$ cat src/lsv_pkg.sv
// ----------------------------------------------------------------------------
// lsv_pkg
// Shared constants, codes and controller/datapath link types of the sampler
// voice.
// ----------------------------------------------------------------------------
package lsv_pkg;

	localparam int ADDR_BITS   = 20;
	localparam int SAMPLE_BITS = 16;
	localparam int FRAC_BITS   = 16;

	localparam int POS_W    = ADDR_BITS + FRAC_BITS;
	localparam int IDX_W    = ADDR_BITS + 1;
	localparam int SUM_W    = ADDR_BITS + 2;
	localparam int RECIP_W  = 17;
	localparam int PITCH_W  = 18;
	localparam int STEP_W   = 2 * PITCH_W - (32 - FRAC_BITS);
	localparam int BLEND_W  = SAMPLE_BITS + 19;
	localparam int INTERP_W = SAMPLE_BITS + FRAC_BITS + 3;

	localparam logic [RECIP_W-1:0]   W_ONE      = RECIP_W'(65536);
	localparam logic [BLEND_W-1:0]   BLEND_HALF = BLEND_W'(32768);
	localparam logic [FRAC_BITS:0]   F_ONE      = (FRAC_BITS + 1)'(1) << FRAC_BITS;
	localparam logic [INTERP_W-1:0]  F_HALF     = INTERP_W'(1) << (FRAC_BITS - 1);

	localparam int IN_DATA_W  = 56;
	localparam int OUT_DATA_W = 24;
	localparam int CFG_IDX_W  = 3;
	localparam int CFG_DATA_W = IDX_W;

	// Item kinds carried in tuser.
	localparam logic [1:0] FN_WRITE   = 2'd0;
	localparam logic [1:0] FN_TICK    = 2'd1;
	localparam logic [1:0] FN_RESTART = 2'd2;

	// Register indexes.
	localparam logic [CFG_IDX_W-1:0] REG_END_SAMPLE = 3'd0;
	localparam logic [CFG_IDX_W-1:0] REG_LOOP_START = 3'd1;
	localparam logic [CFG_IDX_W-1:0] REG_LOOP_END   = 3'd2;
	localparam logic [CFG_IDX_W-1:0] REG_XF_LEN     = 3'd3;
	localparam logic [CFG_IDX_W-1:0] REG_XF_RECIP   = 3'd4;
	localparam logic [CFG_IDX_W-1:0] REG_LOOP_EN    = 3'd5;
	localparam logic [CFG_IDX_W-1:0] REG_BASE_PITCH = 3'd6;

	// Kind of sample fetch.
	localparam logic [1:0] KIND_PLAIN = 2'd0;
	localparam logic [1:0] KIND_XF    = 2'd1;
	localparam logic [1:0] KIND_ZERO  = 2'd2;

	typedef enum logic [4:0] {
		OP_NONE,
		OP_WRITE,
		OP_RESTART,
		OP_XS,
		OP_ENTRY,
		OP_EXIT,
		OP_END,
		OP_FSET,
		OP_FRD1,
		OP_FRD2,
		OP_FMIX,
		OP_INT1,
		OP_INT2,
		OP_STEP,
		OP_ADV,
		OP_ENDCHK,
		OP_OUT
	} op_t;

	typedef struct packed {
		op_t  op;
		logic tgt_b;
		logic capture;
	} cmd_t;

	typedef struct packed {
		logic alive;
		logic past_end;
		logic blend;
		logic out_free;
	} stat_t;

endpackage

$ cat src/lsv_ctrl.sv
// ----------------------------------------------------------------------------
// lsv_ctrl
// Sequencer of the sampler voice: steps each item through the datapath.
// ----------------------------------------------------------------------------
module lsv_ctrl import lsv_pkg::*; (
	input  logic       clk,
	input  logic       arst_n,
	input  logic       s_tvalid,
	output logic       s_tready,
	input  logic [1:0] func,
	input  stat_t      st,
	output cmd_t       cmd
);

	localparam logic [4:0] ST_IDLE    = 5'd0;
	localparam logic [4:0] ST_WRITE   = 5'd1;
	localparam logic [4:0] ST_RESTART = 5'd2;
	localparam logic [4:0] ST_XS      = 5'd3;
	localparam logic [4:0] ST_ENTRY   = 5'd4;
	localparam logic [4:0] ST_EXIT    = 5'd5;
	localparam logic [4:0] ST_END     = 5'd6;
	localparam logic [4:0] ST_FSET    = 5'd7;
	localparam logic [4:0] ST_FRD1    = 5'd8;
	localparam logic [4:0] ST_FRD2    = 5'd9;
	localparam logic [4:0] ST_FMIX    = 5'd10;
	localparam logic [4:0] ST_INT1    = 5'd11;
	localparam logic [4:0] ST_INT2    = 5'd12;
	localparam logic [4:0] ST_STEP    = 5'd13;
	localparam logic [4:0] ST_ADV     = 5'd14;
	localparam logic [4:0] ST_ENDCHK  = 5'd15;
	localparam logic [4:0] ST_OUT     = 5'd16;

	logic [4:0] state_q, state_d;
	logic       tgt_b_q, tgt_b_d;
	logic       accept;

	assign s_tready = (state_q == ST_IDLE);
	assign accept   = s_tvalid && s_tready;

	always_comb begin
		state_d     = state_q;
		tgt_b_d     = tgt_b_q;
		cmd.op      = OP_NONE;
		cmd.tgt_b   = tgt_b_q;
		cmd.capture = accept;
		unique case (state_q)
			ST_IDLE: begin
				if (accept) begin
					priority if (func == FN_WRITE) state_d = ST_WRITE;
					else if (func == FN_RESTART) state_d = ST_RESTART;
					else if (func == FN_TICK) state_d = ST_XS;
					else state_d = ST_IDLE;
				end
			end
			ST_WRITE: begin
				cmd.op  = OP_WRITE;
				state_d = ST_IDLE;
			end
			ST_RESTART: begin
				cmd.op  = OP_RESTART;
				state_d = ST_IDLE;
			end
			ST_XS: begin
				cmd.op  = OP_XS;
				state_d = st.alive ? ST_ENTRY : ST_OUT;
			end
			ST_ENTRY: begin
				cmd.op  = OP_ENTRY;
				state_d = ST_EXIT;
			end
			ST_EXIT: begin
				cmd.op  = OP_EXIT;
				state_d = ST_END;
			end
			ST_END: begin
				cmd.op  = OP_END;
				tgt_b_d = 1'b0;
				state_d = st.past_end ? ST_OUT : ST_FSET;
			end
			ST_FSET: begin
				cmd.op  = OP_FSET;
				state_d = ST_FRD1;
			end
			ST_FRD1: begin
				cmd.op  = OP_FRD1;
				state_d = ST_FRD2;
			end
			ST_FRD2: begin
				cmd.op = OP_FRD2;
				if (st.blend) begin
					state_d = ST_FMIX;
				end else if (tgt_b_q) begin
					state_d = ST_INT1;
				end else begin
					tgt_b_d = 1'b1;
					state_d = ST_FSET;
				end
			end
			ST_FMIX: begin
				cmd.op = OP_FMIX;
				if (tgt_b_q) begin
					state_d = ST_INT1;
				end else begin
					tgt_b_d = 1'b1;
					state_d = ST_FSET;
				end
			end
			ST_INT1: begin
				cmd.op  = OP_INT1;
				state_d = ST_INT2;
			end
			ST_INT2: begin
				cmd.op  = OP_INT2;
				state_d = ST_STEP;
			end
			ST_STEP: begin
				cmd.op  = OP_STEP;
				state_d = ST_ADV;
			end
			ST_ADV: begin
				cmd.op  = OP_ADV;
				state_d = ST_ENDCHK;
			end
			ST_ENDCHK: begin
				cmd.op  = OP_ENDCHK;
				state_d = ST_OUT;
			end
			ST_OUT: begin
				if (st.out_free) begin
					cmd.op  = OP_OUT;
					state_d = ST_IDLE;
				end
			end
			default: begin
				state_d = ST_IDLE;
			end
		endcase
	end

	always_ff @(posedge clk or negedge arst_n) begin
		if (!arst_n) begin
			state_q <= ST_IDLE;
			tgt_b_q <= 1'b0;
		end else begin
			state_q <= state_d;
			tgt_b_q <= tgt_b_d;
		end
	end

endmodule

$ cat config.mk
export PLATFORM = sky130hd
export DESIGN_NAME = lsv_ctrl
export DESIGN_NICKNAME = d
export VERILOG_FILES = /design/src/lsv_pkg.sv /design/src/lsv_ctrl.sv
export SDC_FILE = /design/constraint.sdc
export NUM_CORES = 1
export LEC_CHECK = 0
export BUFFER_PORTS_ARGS = -buffer_cell sky130_fd_sc_hd__buf_2
export CORE_MARGIN = 2
export CORE_UTILIZATION = 40
export CTS_CLUSTER_DIAMETER = 200
export CTS_CLUSTER_SIZE = 28
export DETAILED_ROUTE_END_ITERATION = 10
export HOLD_SLACK_MARGIN = 0.03
export PLACE_DENSITY = 0.66
export SETUP_SLACK_MARGIN = 0.4
export SYNTH_ARGS = -nofsm -noshare
export SYNTH_HDL_FRONTEND = slang
export SYNTH_SLANG_ARGS = --single-unit
$ cat constraint.sdc
create_clock -name clk -period 1.95 [get_ports clk]
set_clock_uncertainty 0.05 [all_clocks]
set_input_delay 0.195 -clock clk [delete_from_list [all_inputs] [get_ports clk]]
set_output_delay 0.195 -clock clk [all_outputs]
set_load 0.02 [all_outputs]
==> results of run 1 <==
layout make-up:
type                       count  share of cell area (%)
clock buffer                   3                    3.15
inverter                       4                    2.10
multi-input combinational     53                    52.3
sequential                     6                    21.2
tap                           15                    2.62
timing repair buffer          22                    18.7
worst max-delay path by stage:
stage	cells after the start	end	slack, ns	from
after global placement	3	state_q[0]	0.41	state_q[4]
after floorplan	4	cmd[0]	0.36	state_q[2]
after detailed placement	3	state_q[0]	0.35	state_q[4]
final	4	cmd[0]	0.20	state_q[2]
after global routing	4	cmd[0]	0.17	state_q[2]
after CTS	4	cmd[0]	0.19	state_q[2]
cell usage in the layout, fill, tap and decap left out, drive strengths merged:
master,instances
a211oi,2
a21boi,1
a21o,2
a21oi,2
a221o,1
a22oi,2
a2bb2oi,1
a31oi,1
and2,2
and3,1
buf,21
clkbuf,3
dfrtp,6
dlygate4sd3,1
ha,2
inv,4
nand2b,2
nand3,5
nand3b,1
nor2,4
nor2b,7
nor3,2
nor3b,3
nor4,1
o2111a,1
o211ai,1
o21ai,3
o22ai,1
or3,1
or3b,1
or4,1
xnor2,2
cells by family (layout without fill, tap and decap cells):
| kind of cell | count (synthesis) | in the layout | share of synthesized area (%) |
|---|---|---|---|
| and+or+nand+nor | 31 | 31 | 33.7 |
| adders and majority gates | 2 | 2 | 4.49 |
| AOI/OAI and AO/OA | 18 | 18 | 22.9 |
| buffers and inverters | 11 | 29 | 8.76 |
| DFF | 6 | 6 | 27.0 |
| xor gates and xnor gates | 2 | 2 | 3.15 |
worst max-delay path, stage by stage (launching register included):
cell and delay (ns):
dfrtp_1 0.37, or4_4 0.55, nor2_4 0.10, and2_4 0.14, buf_6 0.10
stage by stage:
stage / instances / setup slack [ns] / cell area, sq um / util (%) / hold slack (ns)
finish: 103 / 0.197 / 716 / 55.0 / 0.172
global route: 103 / 0.170 / 716 / 55.0 / 0.195
CTS: 103 / 0.193 / 709 / 54.5 / 0.177
detailed placement: 99 / 0.350 / 667 / 51.2 / -0.0177
global placement: 99 / 0.414 / 667 / 51.2 / -0.0219
floorplan: 70 / 0.358 / 564 / - / -0.151
registers in the layout (all words and copies together), names as in the netlist:
signal and count:
tgt_b_q 1, state_q 5
routing by layer:
layer  GRT usage (%)  vias to the layer above
met3            3.19                        4
met2            34.8                       22
met4            9.68                        0
li1                -                      290
met5               0                        -
met1            24.7                      287
repair_timing:
item	CTS	global route
buffers inserted	0	0
endpoints found under the hold margin	6	0
endpoints found under the setup margin	5	5
pin swaps	3	0
hold buffers	1	0
gates resized for setup	4	1
report_power, final:
group	internal (mW)	total [mW]	switching, mW
clock	0.0697	0.116	0.0460
combinational	0.368	0.797	0.429
sequential	0.167	0.203	0.0354
==> results.txt, run 1 <==
Run status -> finished clean
Worst min path class -> in2reg
DP HPWL -> 1060 microns
HP Start -> st[1]
Clock-pin slew on the worst setup and hold paths -> 0.05 ns
Post-route DRC violation count -> 0
Synthesized area per cell -> 7.95 sq um
Cells after synthesis -> 70
Reg2reg start -> state_q[1]
Routability cong. -> 0.753
Post-synth ARST share -> 100%
Distinct cells, synth -> 32
# rows -> 13
ANT nets after route -> 0
Die area -> 1710 sq um
Clock sinks -> 6
TritonCTS buffer count -> 3
Pin count of the biggest net entering global routing -> 17
Max FO, Critical Path -> 2
Reg2reg end -> state_q[0]
Fill cells -> 136
Via count -> 603
CTS Root Cell -> clkbuf_4
CTS tree -> done
I/O pin cnt -> 17
Reg2Reg Depth -> 4
DRT Pass-1 Iters -> 4
Initial DRC count -> 23
Area Growth Syn to Fin -> 28.5%
Top layer used by detailed routing -> met4
# setup viols final -> 0
Total Wirelength -> 1410 microns
Slew @ Worst Pin -> 0.295 ns
Top cells by area, synth -> dfrtp_1, nor2b_1, ha_1
Final min period -> 1.75 ns
Peak supply drop -> 648 uV
Share of cells above drive strength 1 -> 34.1%
Worst-Skew Late Latency -> 0.25 ns
DIE HEIGHT -> 41.3 microns
Hold Violations, Final -> 0
Worst Hold End -> state_q[3]
Synth cell count leaders -> nor2b_1, dfrtp_1, clkbuf_1, nand3_1
Antenna Cells -> 0
Clock Path Buffers -> 2
Number of port buffers -> 16
YS warnings -> 0
Syn nets -> 81
First-pass GRT wire length -> 2210 microns
Routed length on met3 -> 85 microns
Vias in the first global route -> 506
Hold depth -> 3
Htree depth -> 1
CP Data Required Time -> 1.70 ns
Core Area -> 1300 sq um
Vias/cell -> 5.85
Total global routing overflow -> 0
Sequential share of the synthesized area -> 27.0%
Critical Path Sink Type -> output port
Largest area contributor in the netlist -> dfrtp_1
Final period utilization -> 89.9%
PD cells -> 1560 nW/um^2
Metal2 WL -> 650 microns
Reg2reg setup slack -> 0.43 ns
Setup_tns -> 0 ns
Die W -> 41.3 microns
Top-area cell type share of the netlist area -> 27.0%
Worst Path Arrival -> 1.51 ns
Power, Total -> 1.12 mW
Mapped cell area -> 557 sq um
Register area -> 151 sq um
Max-slew violation count -> 0
Top_reg_cell synth -> dfrtp_1
GR Util All Layers -> 20.3%
Post-synth EDFFs -> 0
Max-cap violations -> 0
Achievable clock frequency -> 571 MHz
Top-count cell post-synth -> nor2b_1
Leak -> 0.342 nW
Wire length on met1 -> 636 microns
RSZ-0062 raised after global routing -> yes
Normalized max-slew margin -> 80.3%
DR WL/cell -> 13.7 microns
Antenna violations before repair -> 0
Type of origin of the critical path -> flop
NumNets Final -> 101
Multi-input logic area -> 374 sq um
Initial Utilization -> 42.8%
Yosys reg bits -> 6
Setup Crit Path Kind -> reg2out
No activity file was read; power rests on OpenSTA's default activity.
==> inputs of run 2 (changes only) <==
- PLACE_DENSITY: 0.66 -> unset
==> run 2 against run 1 <==
Final cell count increased by 7.8%. Global-route usage fell by 1.0 points. Non-clock buffer count up 8. Count of clock-buffer cells in the layout did not move. Fmax is essentially flat. Final area rose by 14%. Highest routed layer is now met3. Largest cell class unchanged.
==> results.txt, run 2 (synthesis results as in run 1) <==
Share of cells above drive strength 1 -> 41.7%
Die area -> 1710 sq um
# setup viols final -> 0
Multi-input logic area -> 390 sq um
Worst min path class -> in2reg
Largest regs -> state_q: 5 flops, tgt_b_q: 1 flops
Number of port buffers -> 16
Total global routing overflow -> 0
Core Area -> 1300 sq um
DIE HEIGHT -> 41.3 microns
Register area -> 151 sq um
Vias in the first global route -> 492
Run status -> finished clean
Number of flip-flops in the largest register -> 5
# rows -> 13
Pin count of the biggest net entering global routing -> 17
Clock Path Buffers -> 2
Max FO, Critical Path -> 2
Antenna Cells -> 0
Htree depth -> 1
Setup_tns -> 0 ns
PD cells -> 1560 nW/um^2
Max-slew violation count -> 0
Initial DRC count -> 3
Slew @ Worst Pin -> 0.244 ns
Total Wirelength -> 1510 microns
DRT Pass-1 Iters -> 4
CTS tree -> done
Worst-Skew Late Latency -> 0.24 ns
Peak supply drop -> 664 uV
Initial Utilization -> 42.8%
Critical path, cell by cell -> or4_4 > nor2_4 > and2_4 > buf_6
TritonCTS buffer count -> 3
Critical Path Sink Type -> output port
I/O pin cnt -> 17
Leak -> 0.395 nW
First-pass GRT wire length -> 2100 microns
Worst Path Arrival -> 1.51 ns
Logic gate share of total power -> 75.3%
Hold_ws -> 0.185 ns
Max-cap violations -> 0
Die W -> 41.3 microns
DR WL/cell -> 13.6 microns
Power share of the sequential group -> 15.9%
Antenna violations before repair -> 0
Via count -> 612
Hold Violations, Final -> 0
Final min period -> 1.75 ns
Clock-pin slew on the worst setup and hold paths -> 0.04 ns
Clock sinks -> 6
DP HPWL -> 1050 microns
Normalized max-slew margin -> 83.7%
Internal Power -> 0.716 mW
CP Data Required Time -> 1.70 ns
Post-route DRC violation count -> 0
NumNets Final -> 109
ANT nets after route -> 0
Type of origin of the critical path -> flop
P_sw -> 0.553 mW
CTS Root Cell -> clkbuf_4
Largest Register -> state_q
Area Growth Syn to Fin -> 46.1%
Most common cell after layout, fill and taps aside -> buf_2
Most frequent cells in the layout -> buf_2, buf_4, nor2b_1, nand3_1, dfrtp_1
Fill cells -> 135
Clock group share of total power -> 8.8%
GR Util All Layers -> 19.3%
Final period utilization -> 89.8%
RSZ-0062 raised after global routing -> yes
Routability cong. -> 0.774
Switching share of power -> 43.6%
Slowest-stage cell, CP -> or4_4
Vias/cell -> 5.51
CP max stage delay -> 0.56 ns
Setup Crit Path Kind -> reg2out
Achievable clock frequency -> 571 MHz
[run 2: path summary, 6_finish.rpt]
path / from / to / slack (ns) / cells past startpoint
min reg2reg: state_q[4] / state_q[3] / 0.60 / 2
max in group asynchronous: arst_n / state_q[3] / 1.44 / 2
max: state_q[1] / cmd[0] / 0.20 / 4
min in group asynchronous: arst_n / state_q[0] / 0.25 / 2
max reg2reg: state_q[1] / state_q[0] / 0.43 / 4
min: st[1] / state_q[3] / 0.18 / 3
[run 2: power groups by stage]
stage | clock [mW] | sequential, mW | combinational [mW]
after floorplan | 0 | 0.207 | 0.553
final | 0.112 | 0.201 | 0.956
after global placement | 0 | 0.201 | 0.761
after global routing | 0.124 | 0.205 | 1.04
after CTS | 0.116 | 0.202 | 0.854
after detailed placement | 0 | 0.201 | 0.765
[run 2: cell type report]
type | count | area share [%]
inverters | 4 | 1.85
clock buffers | 3 | 2.77
repair buffers | 30 | 26.5
flip-flops and latches | 6 | 18.6
multi-input cells | 53 | 48.0
well taps | 15 | 2.31
[run 2: worst max-delay path, delay by kind of cell (launching register included)]
family	cells	cell delay, ns
simple gates	3	0.80
buf+inv	1	0.10
flops	1	0.37
[run 2: repair_timing]
item                                    in CTS  in global routing
endpoints found under the setup margin       5                  6
endpoints found under the hold margin        6                  0
pin swaps                                    4                  3
setup buffers                                2                  5
hold buffers                                 1                  0
gates resized for setup                      8                  6
cloned                                       0                  0
[run 2: metal layers]
| metal | global-route usage, % | wire length [microns] |
|---|---|---|
| met2 | 34.4 | 752 |
| met4 | 0 | 0 |
| met5 | 0 | 0 |
| met1 | 23.0 | 681 |
| met3 | 7.98 | 71 |
[run 2: through the flow]
stage	cells	total power, mW	util (%)	area, sq um	setup WS (ns)
after floorplan	70	0.760	-	564	0.358
after global placement	100	0.962	51.8	674	0.413
after detailed placement	100	0.966	51.8	674	0.359
after CTS	106	1.17	58.0	754	0.176
after global routing	111	1.37	62.5	813	0.132
final	111	1.27	62.5	813	0.199
==> inputs of run 3 (changes only) <==
- ABC_AREA: unset -> 1
==> run 3 against run 2 <==
Utilization is 2.4 points lower. Area after synthesis is 15% higher. Wire length is 35% higher. Sequential share of layout area is 1.4 points lower. Sequential power is 34% higher. Flip-flop and latch count stayed put. Global-route usage is 0.65 points higher. Die area is 13% higher. Count of clock-buffer cells in the layout stayed put. Clock power is 5% higher. Synthesized cell count is 44% higher. Largest power group unchanged. Highest routed layer is now met4.
==> results.txt, run 3 <==
# rows -> 14
Slowest-stage cell, CP -> dfrtp_2
Hold_ws -> 0.195 ns
Max FO, Critical Path -> 6
Worst Path Arrival -> 1.30 ns
# setup viols final -> 0
Share of cells above drive strength 1 -> 46.2%
Synthesized area per cell -> 6.33 sq um
ANT nets after route -> 0
Hold Violations, Final -> 0
CP max stage delay -> 0.46 ns
Top-count cell post-synth -> nand2_1
NumNets Final -> 143
Yosys reg bits -> 6
Worst-Skew Late Latency -> 0.25 ns
DIE HEIGHT -> 44.0 microns
Setup Crit Path Kind -> reg2out
Post-synth EDFFs -> 0
DP HPWL -> 1270 microns
RSZ-0062 raised after global routing -> yes
DRT Pass-1 Iters -> 4
Power, Total -> 1.23 mW
YS warnings -> 0
Initial DRC count -> 43
Pin count of the biggest net entering global routing -> 10
Reg2reg setup slack -> 0.49 ns
Vias in the first global route -> 679
Total global routing overflow -> 0
Critical Path Sink Type -> output port
Largest Register -> state_q
Final period utilization -> 79.0%
Htree depth -> 1
Initial Utilization -> 42.4%
Vias/cell -> 5.49
Fill cells -> 140
Top_reg_cell synth -> dfrtp_1
Run status -> finished clean
Type of origin of the critical path -> flop
Register area -> 156 sq um
CTS tree -> done
Worst Hold End -> state_q[4]
Die area -> 1930 sq um
PD cells -> 1360 nW/um^2
Reg2reg start -> state_q[4]
Sequential share of the synthesized area -> 23.5%
Antenna violations before repair -> 0
Peak supply drop -> 712 uV
Largest regs -> state_q: 5 flops, tgt_b_q: 1 flops
Leak -> 0.492 nW
GR Util All Layers -> 19.9%
Hold depth -> 3
Slew @ Worst Pin -> 0.327 ns
Most common cell after layout, fill and taps aside -> nand2_1
Setup_tns -> 0 ns
Distinct cells, synth -> 25
Max-cap violations -> 0
Max-slew violation count -> 0
Core Area -> 1510 sq um
Total Wirelength -> 2040 microns
Dpl ws -> 0.469 ns
Worst min path class -> in2reg
Cells after synthesis -> 101
I/O pin cnt -> 17
Post-synth ARST share -> 100%
Post-route DRC violation count -> 0
Synth cell count leaders -> nand2_1, nor2_1, inv_1
Largest area contributor in the netlist -> dfrtp_1
Fin cells -> 146
Most frequent cells in the layout -> nand2_1, buf_4, nor2_1, buf_2
Top cells by area, synth -> dfrtp_1, nand2_1, nor2_1
Clock sinks -> 6
CP Data Required Time -> 1.70 ns
Final min period -> 1.54 ns
Normalized max-slew margin -> 78.1%
Routability cong. -> 0.865
Achievable clock frequency -> 649 MHz
Multi-input logic area -> 452 sq um
Antenna Cells -> 0
CP Depth -> 4
Die W -> 44.0 microns
Syn nets -> 112
DR WL/cell -> 14.0 microns
Final cell utilization of the core -> 60.1%
Fin area -> 906 sq um
Area Growth Syn to Fin -> 41.7%
CTS Root Cell -> clkbuf_4
Clock Path Buffers -> 2
DP Cell Count -> 129
TritonCTS buffer count -> 3
Via count -> 802
Mapped cell area -> 639 sq um
Top-area cell type share of the netlist area -> 23.5%
Reg2reg end -> state_q[0]
Clock-pin slew on the worst setup and hold paths -> 0.04 ns
Crit-path leading delay family -> flip-flops
Critical path, cell by cell -> nor2_4 > nand2_2 > nor2_2 > buf_2
First-pass GRT wire length -> 2820 microns
Number of port buffers -> 16
Dpl cell area -> 708 sq um
Setup ws final -> 0.410 ns
Reg2Reg Depth -> 8
Number of flip-flops in the largest register -> 5
HP Start -> st[2]
Crit path buf inv count -> 1
## run 3: cell type report
cell class / count / area share, %
Tap cell: 16 / 2.21
Multi-Input combinational cell: 76 / 49.9
Timing Repair Buffer: 30 / 21.5
Inverter: 15 / 6.63
Clock buffer: 3 / 2.49
Sequential cell: 6 / 17.3
## run 3: repair_timing
action / CTS / global route
pin swaps: 1 / 3
hold buffers: 1 / 0
buffers inserted: 3 / 10
gates resized for setup: 10 / 10
hold endpoints to repair: 6 / 0
endpoints found under the setup margin: 4 / 6
## run 3: routing by layer
| layer | global-route usage, % | vias to the layer above | wire length (microns) |
|---|---|---|---|
| met5 | 0 | - | 0 |
| met4 | 6.06 | 0 | 71 |
| met3 | 5.00 | 12 | 143 |
| met2 | 35.0 | 50 | 1010 |
| met1 | 23.6 | 359 | 813 |
| li1 | - | 381 | - |
## run 3: how the worst max path moves through the flow
stage / from / endpoint / slack (ns)
floorplan: state_q[1] / cmd[6] / 0.48
global placement: state_q[4] / state_q[0] / 0.45
detailed placement: state_q[4] / tgt_b_q / 0.47
CTS: state_q[2] / cmd[6] / 0.39
global route: state_q[1] / cmd[6] / 0.37
finish: state_q[1] / s_tready / 0.41
## run 3: power breakdown
group / leakage [nW] / internal, mW / switching [mW] / total [mW]
logic: 0.409 / 0.341 / 0.502 / 0.842
clock network: 0.0138 / 0.0698 / 0.0480 / 0.118
registers: 0.0691 / 0.176 / 0.0942 / 0.270
total: 0.492 / 0.587 / 0.644 / 1.23
## run 3: tightest hold or removal path: stages
cell	delay, ns
buf_2	0.09
nand2_1	0.07
o2111ai_1	0.09
## run 3: logic make-up (layout without fill, tap and decap cells)
group / after synthesis / count (layout) / share of synthesized area (%)
flops: 6 / 6 / 23.5
fa+ha+maj: 2 / 2 / 3.91
buf+inv: 19 / 48 / 13.7
simple gates: 66 / 66 / 50.7
compound gates: 8 / 8 / 8.22
